`src/hw/rtl/gccpm_pkg.sv`:
```
// ----------------------------------------------------------------------------
// gccpm_pkg
// Shared types and constants of the character-class pattern matcher.
// ----------------------------------------------------------------------------
package gccpm_pkg;

	localparam int MAX_ELEMENTS       = 16;
	localparam int RANGES_PER_ELEMENT = 4;
	localparam int ELEM_W             = $clog2(MAX_ELEMENTS);
	localparam int SLOT_W             = $clog2(RANGES_PER_ELEMENT);
	localparam int CNT_W              = ELEM_W + 1;

	typedef enum logic [2:0] {
		OP_LOAD_RANGE = 3'd0,
		OP_LOAD_COUNT = 3'd1,
		OP_START      = 3'd2,
		OP_TEXT       = 3'd3,
		OP_END        = 3'd4
	} op_t;

	typedef struct packed {
		logic              we;
		logic [ELEM_W-1:0] elem;
		logic [SLOT_W-1:0] slot;
		logic              vld;
		logic [7:0]        lo;
		logic [7:0]        hi;
	} range_wr_t;

	typedef struct packed {
		logic [7:0] cmin;
		logic [7:0] cmax;
		logic       unb;
	} base_entry_t;

	typedef struct packed {
		logic [7:0] wmin;
		logic [7:0] wmax;
	} work_entry_t;

	function automatic work_entry_t take_one(work_entry_t w);
		work_entry_t r;
		r.wmin = (w.wmin != 8'd0) ? w.wmin - 8'd1 : 8'd0;
		r.wmax = (w.wmax != 8'd0) ? w.wmax - 8'd1 : 8'd0;
		return r;
	endfunction

endpackage

```
`src/hw/rtl/gccpm_class_mem.sv`:
```
// ----------------------------------------------------------------------------
// gccpm_class_mem
// Range table with two registered read ports and character-class test.
// ----------------------------------------------------------------------------
module gccpm_class_mem (
	input  logic                       clk,
	input  logic                       arst_n,
	input  gccpm_pkg::range_wr_t       wr,
	input  logic [gccpm_pkg::ELEM_W-1:0] ra_a,
	input  logic [gccpm_pkg::ELEM_W-1:0] ra_b,
	input  logic [7:0]                 ch,
	output logic                       acc_a,
	output logic                       acc_b
);

	localparam int NR = gccpm_pkg::RANGES_PER_ELEMENT;

	logic [15:0]   mem [gccpm_pkg::MAX_ELEMENTS][NR];
	logic [NR-1:0] vld_q [gccpm_pkg::MAX_ELEMENTS];
	logic [15:0]   rd_a_s1 [NR];
	logic [15:0]   rd_b_s1 [NR];
	logic [NR-1:0] vd_a_s1;
	logic [NR-1:0] vd_b_s1;

	always_ff @(posedge clk) begin
		if (wr.we) begin
			mem[wr.elem][wr.slot] <= {wr.hi, wr.lo};
		end
		for (int s = 0; s < NR; s++) begin
			rd_a_s1[s] <= mem[ra_a][s];
			rd_b_s1[s] <= mem[ra_b][s];
		end
	end

	always_ff @(posedge clk or negedge arst_n) begin
		if (!arst_n) begin
			for (int e = 0; e < gccpm_pkg::MAX_ELEMENTS; e++) begin
				vld_q[e] <= '0;
			end
			vd_a_s1 <= '0;
			vd_b_s1 <= '0;
		end else begin
			if (wr.we) begin
				vld_q[wr.elem][wr.slot] <= wr.vld;
			end
			vd_a_s1 <= vld_q[ra_a];
			vd_b_s1 <= vld_q[ra_b];
		end
	end

	always_comb begin
		acc_a = 1'b0;
		acc_b = 1'b0;
		for (int s = 0; s < NR; s++) begin
			if (vd_a_s1[s] && ch >= rd_a_s1[s][7:0] && ch <= rd_a_s1[s][15:8]) begin
				acc_a = 1'b1;
			end
			if (vd_b_s1[s] && ch >= rd_b_s1[s][7:0] && ch <= rd_b_s1[s][15:8]) begin
				acc_b = 1'b1;
			end
		end
	end

endmodule

```
`src/hw/rtl/gccpm_count_mem.sv`:
```
// ----------------------------------------------------------------------------
// gccpm_count_mem
// Base and working repeat-count memories with registered reads.
// ----------------------------------------------------------------------------
module gccpm_count_mem (
	input  logic                         clk,
	input  logic                         base_we,
	input  logic [gccpm_pkg::ELEM_W-1:0] base_wa,
	input  gccpm_pkg::base_entry_t       base_wd,
	input  logic [gccpm_pkg::ELEM_W-1:0] base_ra,
	output gccpm_pkg::base_entry_t       base_rd,
	input  logic                         work_we,
	input  logic [gccpm_pkg::ELEM_W-1:0] work_wa,
	input  gccpm_pkg::work_entry_t       work_wd,
	input  logic [gccpm_pkg::ELEM_W-1:0] work_ra,
	output gccpm_pkg::work_entry_t       work_rd
);

	gccpm_pkg::base_entry_t base_mem [gccpm_pkg::MAX_ELEMENTS];
	gccpm_pkg::work_entry_t work_mem [gccpm_pkg::MAX_ELEMENTS];

	always_ff @(posedge clk) begin
		if (base_we) begin
			base_mem[base_wa] <= base_wd;
		end
		if (work_we) begin
			work_mem[work_wa] <= work_wd;
		end
		base_rd <= base_mem[base_ra];
		work_rd <= work_mem[work_ra];
	end

endmodule

```
`src/hw/rtl/greedy_char_class_pattern_matcher.sv`:
```
// ----------------------------------------------------------------------------
// greedy_char_class_pattern_matcher
// Anchored greedy matcher over a loaded table of character-class elements.
// ----------------------------------------------------------------------------
// Channel  Dir  Fields (low bit up)
// s_*      in   tuser: opcode[2:0]; tdata: element_index, range_slot,
//               range_enable, range_low, range_high, count_min, count_max,
//               repeat_unbounded, text_char
// m_*      out  tdata: matched, final_element, zero pad
// cfg_*    in   cfg_data: element_count
//
// A load leaves the matcher idle. A start sweeps the count memory, copying base
// counts into working counts. A character is ignored once the match has failed;
// moving on or past an element waits for a count-memory read. An end scans the
// working minimums unless the match has failed or the last element is satisfied.
// Reset clears range valid bits and control; count and range memories hold
// until written. A pending result does not block input; a second result waits
// for the output register.
// ----------------------------------------------------------------------------
module greedy_char_class_pattern_matcher (
	input  logic        clk,
	input  logic        arst_n,
	input  logic        s_tvalid,
	output logic        s_tready,
	input  logic [47:0] s_tdata,  // element_index, range_slot, range_enable, range_low,
	                              // range_high, count_min, count_max, repeat_unbounded,
	                              // text_char
	input  logic [2:0]  s_tuser,  // opcode
	output logic        m_tvalid,
	input  logic        m_tready,
	output logic [7:0]  m_tdata,  // matched, final_element, zero pad
	input  logic        cfg_valid,
	output logic        cfg_ready,
	input  logic [4:0]  cfg_data  // element_count
);

	localparam int EW = gccpm_pkg::ELEM_W;
	localparam int CW = gccpm_pkg::CNT_W;

	typedef enum logic [2:0] {
		ST_IDLE, ST_COPY, ST_STEP, ST_TAKE, ST_END, ST_SCAN, ST_OUT
	} state_t;

	state_t          state_q;
	logic [EW-1:0]   cur_q;
	logic            failed_q;
	logic            chk_q;
	logic            ok_q;
	logic [CW-1:0]   cnt_q;
	logic [CW-1:0]   ecount_q;
	logic [7:0]      ch_q;
	logic            m_valid_q;
	logic            m_matched_q;
	logic [EW-1:0]   m_final_q;

	logic            in_xfer;
	logic            out_load;
	gccpm_pkg::op_t  op;
	logic [3:0]      in_elem;
	logic [1:0]      in_slot;

	gccpm_pkg::range_wr_t   rwr;
	gccpm_pkg::base_entry_t base_wd;
	gccpm_pkg::base_entry_t base_rd;
	gccpm_pkg::work_entry_t work_wd;
	gccpm_pkg::work_entry_t work_rd;
	logic            base_we;
	logic            work_we;
	logic [EW-1:0]   work_wa;
	logic [EW-1:0]   base_ra;
	logic [EW-1:0]   work_ra;
	logic [EW-1:0]   ra_a;
	logic [EW-1:0]   ra_b;
	logic [EW-1:0]   cur_p1;
	logic            acc_a;
	logic            acc_b;
	logic            has_next;
	logic            exh;
	logic [CW-1:0]   cfg_v;

	assign s_tready  = (state_q == ST_IDLE);
	assign cfg_ready = 1'b1;
	assign in_xfer   = s_tvalid && s_tready;
	assign out_load  = (state_q == ST_OUT) && (!m_valid_q || m_tready);
	assign op        = gccpm_pkg::op_t'(s_tuser);
	assign in_elem   = s_tdata[3:0];
	assign in_slot   = s_tdata[5:4];
	assign cur_p1    = cur_q + EW'(1);
	assign has_next  = ({1'b0, cur_q} + CW'(1)) < ecount_q;
	assign exh       = chk_q && work_rd.wmin == 8'd0 && !base_rd.unb && work_rd.wmax == 8'd0;

	assign m_tvalid = m_valid_q;
	assign m_tdata  = {3'd0, m_final_q, m_matched_q};

	always_comb begin
		rwr.we   = in_xfer && op == gccpm_pkg::OP_LOAD_RANGE;
		rwr.elem = in_elem[EW-1:0];
		rwr.slot = in_slot[gccpm_pkg::SLOT_W-1:0];
		rwr.vld  = s_tdata[6];
		rwr.lo   = s_tdata[14:7];
		rwr.hi   = s_tdata[22:15];
		base_we      = in_xfer && op == gccpm_pkg::OP_LOAD_COUNT;
		base_wd.cmin = s_tdata[30:23];
		base_wd.cmax = s_tdata[38:31];
		base_wd.unb  = s_tdata[39];
	end

	always_comb begin
		base_ra = cur_q;
		work_ra = cur_q;
		ra_a    = cur_q;
		ra_b    = cur_p1;
		work_we = 1'b0;
		work_wa = cur_q;
		work_wd = gccpm_pkg::take_one(work_rd);
		case (state_q)
			ST_COPY: begin
				base_ra = cnt_q[EW-1:0];
				work_we = cnt_q != '0;
				work_wa = EW'(cnt_q - CW'(1));
				work_wd.wmin = base_rd.cmin;
				work_wd.wmax = base_rd.cmax;
			end
			ST_STEP: begin
				base_ra = cur_p1;
				work_ra = cur_p1;
				ra_a    = cur_p1;
				ra_b    = cur_p1 + EW'(1);
				work_we = !exh && !(work_rd.wmin == 8'd0 && has_next && acc_b) && acc_a;
			end
			ST_TAKE: begin
				work_we = 1'b1;
			end
			ST_SCAN: begin
				work_ra = cnt_q[EW-1:0];
			end
			default: begin
			end
		endcase
	end

	always_comb begin
		cfg_v = cfg_data;
		if (cfg_v == '0) begin
			cfg_v = CW'(1);
		end else if (cfg_v > CW'(gccpm_pkg::MAX_ELEMENTS)) begin
			cfg_v = CW'(gccpm_pkg::MAX_ELEMENTS);
		end
	end

	always_ff @(posedge clk or negedge arst_n) begin
		if (!arst_n) begin
			state_q     <= ST_IDLE;
			cur_q       <= '0;
			failed_q    <= 1'b0;
			chk_q       <= 1'b0;
			ok_q        <= 1'b0;
			cnt_q       <= '0;
			ecount_q    <= CW'(1);
			ch_q        <= '0;
			m_valid_q   <= 1'b0;
			m_matched_q <= 1'b0;
			m_final_q   <= '0;
		end else begin
			if (cfg_valid) begin
				ecount_q <= cfg_v;
			end
			if (out_load) begin
				m_valid_q <= 1'b1;
			end else if (m_tready) begin
				m_valid_q <= 1'b0;
			end
			case (state_q)
				ST_IDLE: begin
					if (in_xfer) begin
						case (op)
							gccpm_pkg::OP_START: begin
								cnt_q   <= '0;
								state_q <= ST_COPY;
							end
							gccpm_pkg::OP_TEXT: begin
								ch_q  <= s_tdata[47:40];
								chk_q <= 1'b1;
								if (!failed_q) begin
									state_q <= ST_STEP;
								end
							end
							gccpm_pkg::OP_END: begin
								state_q <= ST_END;
							end
							default: begin
							end
						endcase
					end
				end
				ST_COPY: begin
					cnt_q <= cnt_q + CW'(1);
					if (cnt_q == CW'(gccpm_pkg::MAX_ELEMENTS)) begin
						cur_q    <= '0;
						failed_q <= 1'b0;
						state_q  <= ST_IDLE;
					end
				end
				ST_STEP: begin
					chk_q <= 1'b0;
					if (exh) begin
						if (has_next) begin
							cur_q <= cur_p1;
						end else begin
							failed_q <= 1'b1;
							state_q  <= ST_IDLE;
						end
					end else if (work_rd.wmin == 8'd0 && has_next && acc_b) begin
						cur_q   <= cur_p1;
						state_q <= ST_TAKE;
					end else begin
						failed_q <= !acc_a;
						state_q  <= ST_IDLE;
					end
				end
				ST_TAKE: begin
					state_q <= ST_IDLE;
				end
				ST_END: begin
					if (failed_q) begin
						ok_q    <= 1'b0;
						state_q <= ST_OUT;
					end else if (!has_next && (work_rd.wmin == 8'd0 || base_rd.unb)) begin
						ok_q    <= 1'b1;
						state_q <= ST_OUT;
					end else begin
						ok_q    <= 1'b1;
						cnt_q   <= '0;
						state_q <= ST_SCAN;
					end
				end
				ST_SCAN: begin
					cnt_q <= cnt_q + CW'(1);
					if (cnt_q != '0 && work_rd.wmin != 8'd0) begin
						ok_q <= 1'b0;
					end
					if (cnt_q == ecount_q) begin
						state_q <= ST_OUT;
					end
				end
				ST_OUT: begin
					if (out_load) begin
						m_matched_q <= ok_q;
						m_final_q   <= cur_q;
						state_q     <= ST_IDLE;
					end
				end
				default: begin
					state_q <= ST_IDLE;
				end
			endcase
		end
	end

	gccpm_class_mem u_class (
		.clk    (clk),
		.arst_n (arst_n),
		.wr     (rwr),
		.ra_a   (ra_a),
		.ra_b   (ra_b),
		.ch     (ch_q),
		.acc_a  (acc_a),
		.acc_b  (acc_b)
	);

	gccpm_count_mem u_count (
		.clk     (clk),
		.base_we (base_we),
		.base_wa (in_elem[EW-1:0]),
		.base_wd (base_wd),
		.base_ra (base_ra),
		.base_rd (base_rd),
		.work_we (work_we),
		.work_wa (work_wa),
		.work_wd (work_wd),
		.work_ra (work_ra),
		.work_rd (work_rd)
	);

endmodule
```
`config.mk`:
```
export PLATFORM = sky130hd
export DESIGN_NAME = greedy_char_class_pattern_matcher
export DESIGN_NICKNAME = d
export VERILOG_FILES = /design/src/hw/rtl/gccpm_pkg.sv /design/src/hw/rtl/gccpm_class_mem.sv /design/src/hw/rtl/gccpm_count_mem.sv /design/src/hw/rtl/greedy_char_class_pattern_matcher.sv
export SDC_FILE = /design/constraint.sdc
export NUM_CORES = 2
export LEC_CHECK = 0
export BUFFER_PORTS_ARGS = -buffer_cell sky130_fd_sc_hd__buf_2
export CAP_MARGIN = 30
export CELL_PAD_IN_SITES_DETAIL_PLACEMENT = 2
export CELL_PAD_IN_SITES_GLOBAL_PLACEMENT = 2
export CORE_AREA = 2 2 393 395
export CTS_CLUSTER_DIAMETER = 40
export DETAILED_ROUTE_END_ITERATION = 8
export DIE_AREA = 0 0 395 397
export PLACE_DENSITY_LB_ADDON = 0.08
export SLEW_MARGIN = 20
export SYNTH_ARGS = -nofsm -noshare
export SYNTH_HDL_FRONTEND = slang
export SYNTH_SLANG_ARGS = --single-unit
```
`constraint.sdc`:
```
create_clock -name clk -period 6.35 [get_ports clk]
set_input_delay 0.3175 -clock clk [delete_from_list [all_inputs] [get_ports clk]]
set_output_delay 0.3175 -clock clk [all_outputs]
set_load 0.1 [all_outputs]
```
Word level (Yosys, flattened, before mapping)
Memories as Yosys holds them, arrays and structs flattened. A register that Yosys moved wholly into a read port is not among the register bits.
Cells that the tools add are included.
Word-level totals
  flip-flop bits (word level): 106
  bits in writable memories: 1680
  input bits: 61
  output and inout bits: 11
  memories: 5
Memory list
  u_class.mem: words 16, bits a word 64, rd ports 2, clocked after memory_dff 0, wr ports 1, RTL line gccpm_class_mem.sv:18  | logic [15:0] mem [gccpm_pkg::MAX_ELEMENTS][NR];
  u_count.base_mem: words 16, bits a word 17, rd ports 1, clocked after memory_dff 1, wr ports 1, RTL line gccpm_count_mem.sv:19  | gccpm_pkg::base_entry_t base_mem [gccpm_pkg::MAX_ELEMENTS];
  u_count.work_mem: words 16, bits a word 16, rd ports 1, clocked after memory_dff 1, wr ports 1, RTL line gccpm_count_mem.sv:20  | gccpm_pkg::work_entry_t work_mem [gccpm_pkg::MAX_ELEMENTS];
  u_class.rd_a_s1: words 4, bits a word 16, rd ports 4, clocked after memory_dff 0, wr ports 4, RTL line gccpm_class_mem.sv:20  | logic [15:0] rd_a_s1 [NR];
  u_class.rd_b_s1: words 4, bits a word 16, rd ports 4, clocked after memory_dff 0, wr ports 4, RTL line gccpm_class_mem.sv:21  | logic [15:0] rd_b_s1 [NR];
Cells by class
  add/sub/neg operators: 7
  order comparisons: 26
  equal/unequal tests: 27
  muxes and demuxes: 73
  bitwise gates (word level): 4
  reduce and logical (&&, ||, !) cells: 62
Operators by type and width (number)
  bitwise mux 64 bit: 1
  >= comparator 8 bit: 8
  less-or-equal comparator 8 bit: 8
  two-way mux 64 bit: 1
  two-way mux 4 bit: 12
  binary-select mux 4 bit (select 4 bit): 2
  demux 16 bit (select 2 bit): 1
  logical AND 1 bit: 32
  two-way mux 16 bit: 2
  two-way mux 5 bit: 6
  two-way mux 1 bit: 24
  one-hot mux 4 bit (2 select lines): 3
  two-way mux 3 bit: 7
  one-hot mux 3 bit (6 select lines): 1
  demux 4 bit (select 4 bit): 1
  zero test 8 bit: 2
  two-way mux 8 bit: 2
  nonzero test 8 bit: 2
  subtractor 8 x 1 -> 8 bit (second input constant): 2
  >= comparator 5 bit (second input constant): 3
  != test 3 bit (second input constant): 5
  inverter 4 -> 5 bit: 3
  one-hot mux 5 bit (3 select lines): 1
  == test 3 x 2 -> 1 bit (second input constant): 4
  37 further kinds: 66

Logic depth before layout (Yosys ltp)
An unclocked memory read counts as a cell.
  depth after elaboration: 15
  mapped depth: 13

Modules after synthesis
From an unflattened synthesis, not the netlist that was laid out.
Second synthesis, totals
  cell total of the unflattened synthesis: 3898
  area, all modules: 78840.6 µm²
By module, submodules not included
  gccpm_class_mem: times used 1, cells each 2668, area an instance 55456.9 µm²
  gccpm_count_mem: times used 1, cells each 890, area an instance 20618.5 µm²
  greedy_char_class_pattern_matcher: times used 1, cells each 340, area an instance 2765.2 µm²

Worst setup path after synthesis
No wires, ideal clock.
  path kind: register to register
  start: register state_q[1]
  end: register u_class.vld_q[50] (netlist name)
  setup time: 125 ps
  arrival: 4029 ps
  required time: 6225 ps
  slack: 2196 ps
  stages on the path, launching flop included: 10
  buffers on the path: 2
  clock period less this slack: 4154 ps
  cells stage by stage: dfrtp_1 buf_2 nor3_2 nand2_1 or3_1 nor3_1 nand2_1 clkbuf_1 nor2_1 mux2_2
Between the ends
  word-level cells in the longest chain between the ends: 3
RTL lines
  start, declared: RTL line greedy_char_class_pattern_matcher.sv:44  | state_t state_q;
  start signal, assigned: RTL line greedy_char_class_pattern_matcher.sv:153  | state_q <= ST_IDLE;
  start signal, assigned: RTL line greedy_char_class_pattern_matcher.sv:179  | state_q <= ST_COPY;
  start signal, assigned: RTL line greedy_char_class_pattern_matcher.sv:185  | state_q <= ST_STEP;
  zero test 3 bit: RTL line greedy_char_class_pattern_matcher.sv:81  | assign s_tready = (state_q == ST_IDLE);
  named net s_tready: RTL line greedy_char_class_pattern_matcher.sv:24  | output logic s_tready,
  logical AND 1 bit: RTL line greedy_char_class_pattern_matcher.sv:83  | assign in_xfer = s_tvalid && s_tready;
  logical AND 1 bit: RTL line greedy_char_class_pattern_matcher.sv:96  | rwr.we = in_xfer && op == gccpm_pkg::OP_LOAD_RANGE;
  end signal, assigned by index: RTL line gccpm_class_mem.sv:44  | vld_q[wr.elem][wr.slot] <= wr.vld;
  end, declared: RTL line gccpm_class_mem.sv:19  | logic [NR-1:0] vld_q [gccpm_pkg::MAX_ELEMENTS];
The timed path passes the listed nets, and every way through them passes these cells.
A chain may end at the register's enable or synchronous reset.

Worst setup path in the final report
  start: register state_q[1]
  end: register u_class.vld_q[50] (netlist name)
Between the ends
  word-level cells in the longest chain between the ends: 3
RTL lines (RTL line)
  zero test 3 bit: greedy_char_class_pattern_matcher.sv:81
  logical AND 1 bit: greedy_char_class_pattern_matcher.sv:83
  logical AND 1 bit: greedy_char_class_pattern_matcher.sv:96
No other way between the ends.

==> run summary <==
pwr dens - 491 mW/mm2
row count - 144
final core occ - 61.5%
core area - 0.153 mm2
Seq/Total Area, Yosys - 65.2%
minimum clock period - 4.89 ns
Synth cell types - 76
Yosys reg bits - 1819
io pins - 72
RSZ-0062 raised after global routing - false
GRT overflow - 0
area of the mapped netlist - 0.0805 mm2
Max Fclk - 205 MHz
die height - 397 um
Clk Latency, worst-skew pair - 0.93 ns
fin crit share - 77.0%
Static Leakage - 32.8 nW
register-to-register setup slack - 1.46 ns
post-DP HPWL - 162 mm
max cap viols - 0
Iteration-0 DRC Markers - 6992
GPL Wtd Cong - 0.849
CP Launch Type - register
largest fanout on the critical path - 25
antenna-violating nets left - 0
Placed Area - 0.0846 mm2
Synthesis Warnings - 0
worst relative slew slack - 22.4%
first-pass GRT wire length - 421 mm
Crit Path Category - reg2reg
maximum VDD drop - 0.407 mV
final-report max-slew violation count - 0
violated checks - hold timing
die area - 0.157 mm2
post-CTS setup buffers - 0
hold_buf cts - 42
status - finished, violations left
CTS tree - built
worst path arrival time - 5.63 ns
Clock Tree Buf Depth - 4
CTS Root Cell - clkbuf_16
Net count, final - 5120
routed length per instance - 41.2 um
Initial Utilization - 52.6%
port bufs - 67
fin worst setup slack - 1.46 ns
clock skew - 0.0654 ns
post-place setup slack - 1.70 ns
Post-Synthesis Cells - 4600
Critical Path RT - 7.10 ns
syn avg cell area - 17.5 um2
Main synth FF type - edfxtp_1
final count of hold timing violations - 3
final wirelength - 296 mm
pin count of the biggest net entering global routing - 86
Inserted Clock Buffers - 278
Setup crit end kind - register
synthesis-to-finish area growth - 16.8%
vias in the first global route - 54345
Vias - 50387
hold slack - -0.00419 ns
clock-pin slew on the worst setup and hold paths - 0.06 ns
Global Route Usage Sum - 37.8%
Final Setup Violations - 0
worst slew pin tran - 1.16 ns
router iterations before antenna repair - 5
CTS H-tree lvls - 5
Setup TNS - 0 ns
EDFF count, synth - 1552
CTS Sinks - 1819
Post-synth ARST share - 5.83%
die width - 395 um
Hold Crit Class - in2async
post_cts resized - 0
antenna violations before repair - 13
Post-route DRC - 0
final instance area - 0.0941 mm2
fraction of layout cells with a size suffix above 1 - 29.9%
vias per std cell - 7.02
[metal layers]
layer	vias up	wire, um	global-route usage, %
li1	19207	-	-
met1	27208	113000	50.6
met2	3222	145000	61.0
met3	740	25100	7.54
met4	10	12900	15.9
met5	-	60	0
[cells in the mapped netlist, types with 13 or more instances]
| cell | number | area [um2] |
|---|---|---|
| a21o_1 | 15 | 113 |
| edfxtp_1 | 1552 | 46600 |
| mux4_2 | 612 | 13800 |
| nor3_1 | 37 | 185 |
| a21oi_1 | 197 | 986 |
| dfrtp_1 | 105 | 2630 |
| inv_1 | 134 | 503 |
| nor2b_1 | 83 | 519 |
| clkbuf_1 | 145 | 544 |
| nor2_1 | 183 | 687 |
| o31ai_1 | 14 | 105 |
| a32oi_1 | 18 | 158 |
| ha_1 | 140 | 1750 |
| nand4_1 | 13 | 81.3 |
| a211oi_1 | 73 | 548 |
| buf_1 | 24 | 90.1 |
| mux2_2 | 78 | 878 |
| buf_4 | 38 | 285 |
| buf_2 | 71 | 355 |
| mux2_1 | 67 | 754 |
| o221ai_1 | 18 | 158 |
| o21ai_1 | 22 | 110 |
| mux2i_1 | 266 | 2660 |
| nand2b_1 | 15 | 93.8 |
| o21ai_0 | 61 | 305 |
| nand2_1 | 264 | 991 |
| dfxtp_1 | 161 | 3220 |
| nand3_1 | 57 | 285 |
[worst paths after layout]
path                                  endpoint              start  depth (start not counted)
setup / recovery             u_class.vld_q[50]         state_q[1]                          8
hold / removal                        cnt_q[3]             arst_n                          2
setup reg to reg             u_class.vld_q[50]         state_q[1]                          8
hold reg to reg              u_class.vld_q[61]  u_class.vld_q[61]                          1
max in group asynchronous    u_class.vld_q[30]             arst_n                          3
min in group clk           u_class.mem[11][54]        s_tdata[13]                          1
[placed cells by master, fill, tap and decap left out, types with 29 or more instances in the layout]
cell type      Yosys  final
a211oi_1          73     73
a21oi_1          197    195
buf_2             71     66
buf_4             38    169
clkbuf_1         145     37
clkbuf_16          0    283
clkinv_2           0     34
dfrtp_1          105    105
dfxtp_1          161    161
dlygate4sd3_1      0     42
edfxtp_1        1552   1552
ha_1             140    139
inv_1            134    134
inv_6              0     29
mux2_1            67     67
mux2_2            78     78
mux2i_1          266    266
mux4_2           612    612
nand2_1          264    264
nand3_1           57     57
nor2_1           183    101
nor2_2             4     84
nor2b_1           83     83
o21ai_0           61     61
[cell families (layout without fill, tap and decap cells)]
logic type	after synthesis	in the layout	share of synthesized area, %
XOR/XNOR	23	23	0.260
AO/OA/AOI/OAI	476	476	3.67
AND/OR/NAND/NOR	700	700	4.00
adder cells (fa/ha/maj)	140	140	2.18
buffers and inverters	417	938	2.26
flip-flops	1819	1819	65.2
other	2	16	0.00933
multiplexers	1023	1023	22.5
[registers in the layout, summed over array words and instances (netlist names), 4 cells and up]
register	cells
u_class.mem	1024
u_count.base_mem	272
u_count.work_mem	256
u_class.rd_a_s1	64
u_class.rd_b_s1	64
u_class.vld_q	64
u_count.base_rd	17
u_count.work_rd	16
ch_q	8
cnt_q	5
ecount_q	5
cur_q	4
m_final_q	4
u_class.vd_a_s1	4
u_class.vd_b_s1	4
[per-stage QoR]
step           power (W)  instances  hold WS (ns)
6_report          0.0462       7179      -0.00419
5_1_grt           0.0475       7170        0.0196
4_1_cts           0.0461       7160       0.00419
3_5_place_dp      0.0301       6634         0.350
3_3_place_gp      0.0293       6625         0.349
2_1_floorplan     0.0250       4602        0.0219
[area by class of cell]
cell class              count  area [um2]
clock buffers             333        7400
multi-input cells        2366       26800
inverters                 135         507
fillers                 12141       58900
flip-flops and latches   1819       52500
clock inverters           151        1510
diodes                     12        30.0
repair buffers            319        2810
well taps                2044        2560
[report_power, final]
part	switching (W)	leakage, nW	internal [W]	total, W
sequential	0.000748	16.8	0.0141	0.0149
clock	0.00605	4.33	0.00917	0.0152
combinational	0.00944	11.7	0.00668	0.0161
[worst max-delay path: stages, from the launching register on]
cell     delay, ns
dfrtp_1       0.73
nor3_2        0.39
nand2_1       0.15
or3_1         0.42
nor3_1        0.72
nand2_1       0.74
nor2_2        0.81
buf_4         0.39
mux2_2        0.38
Power figures use the tool's default switching activity.
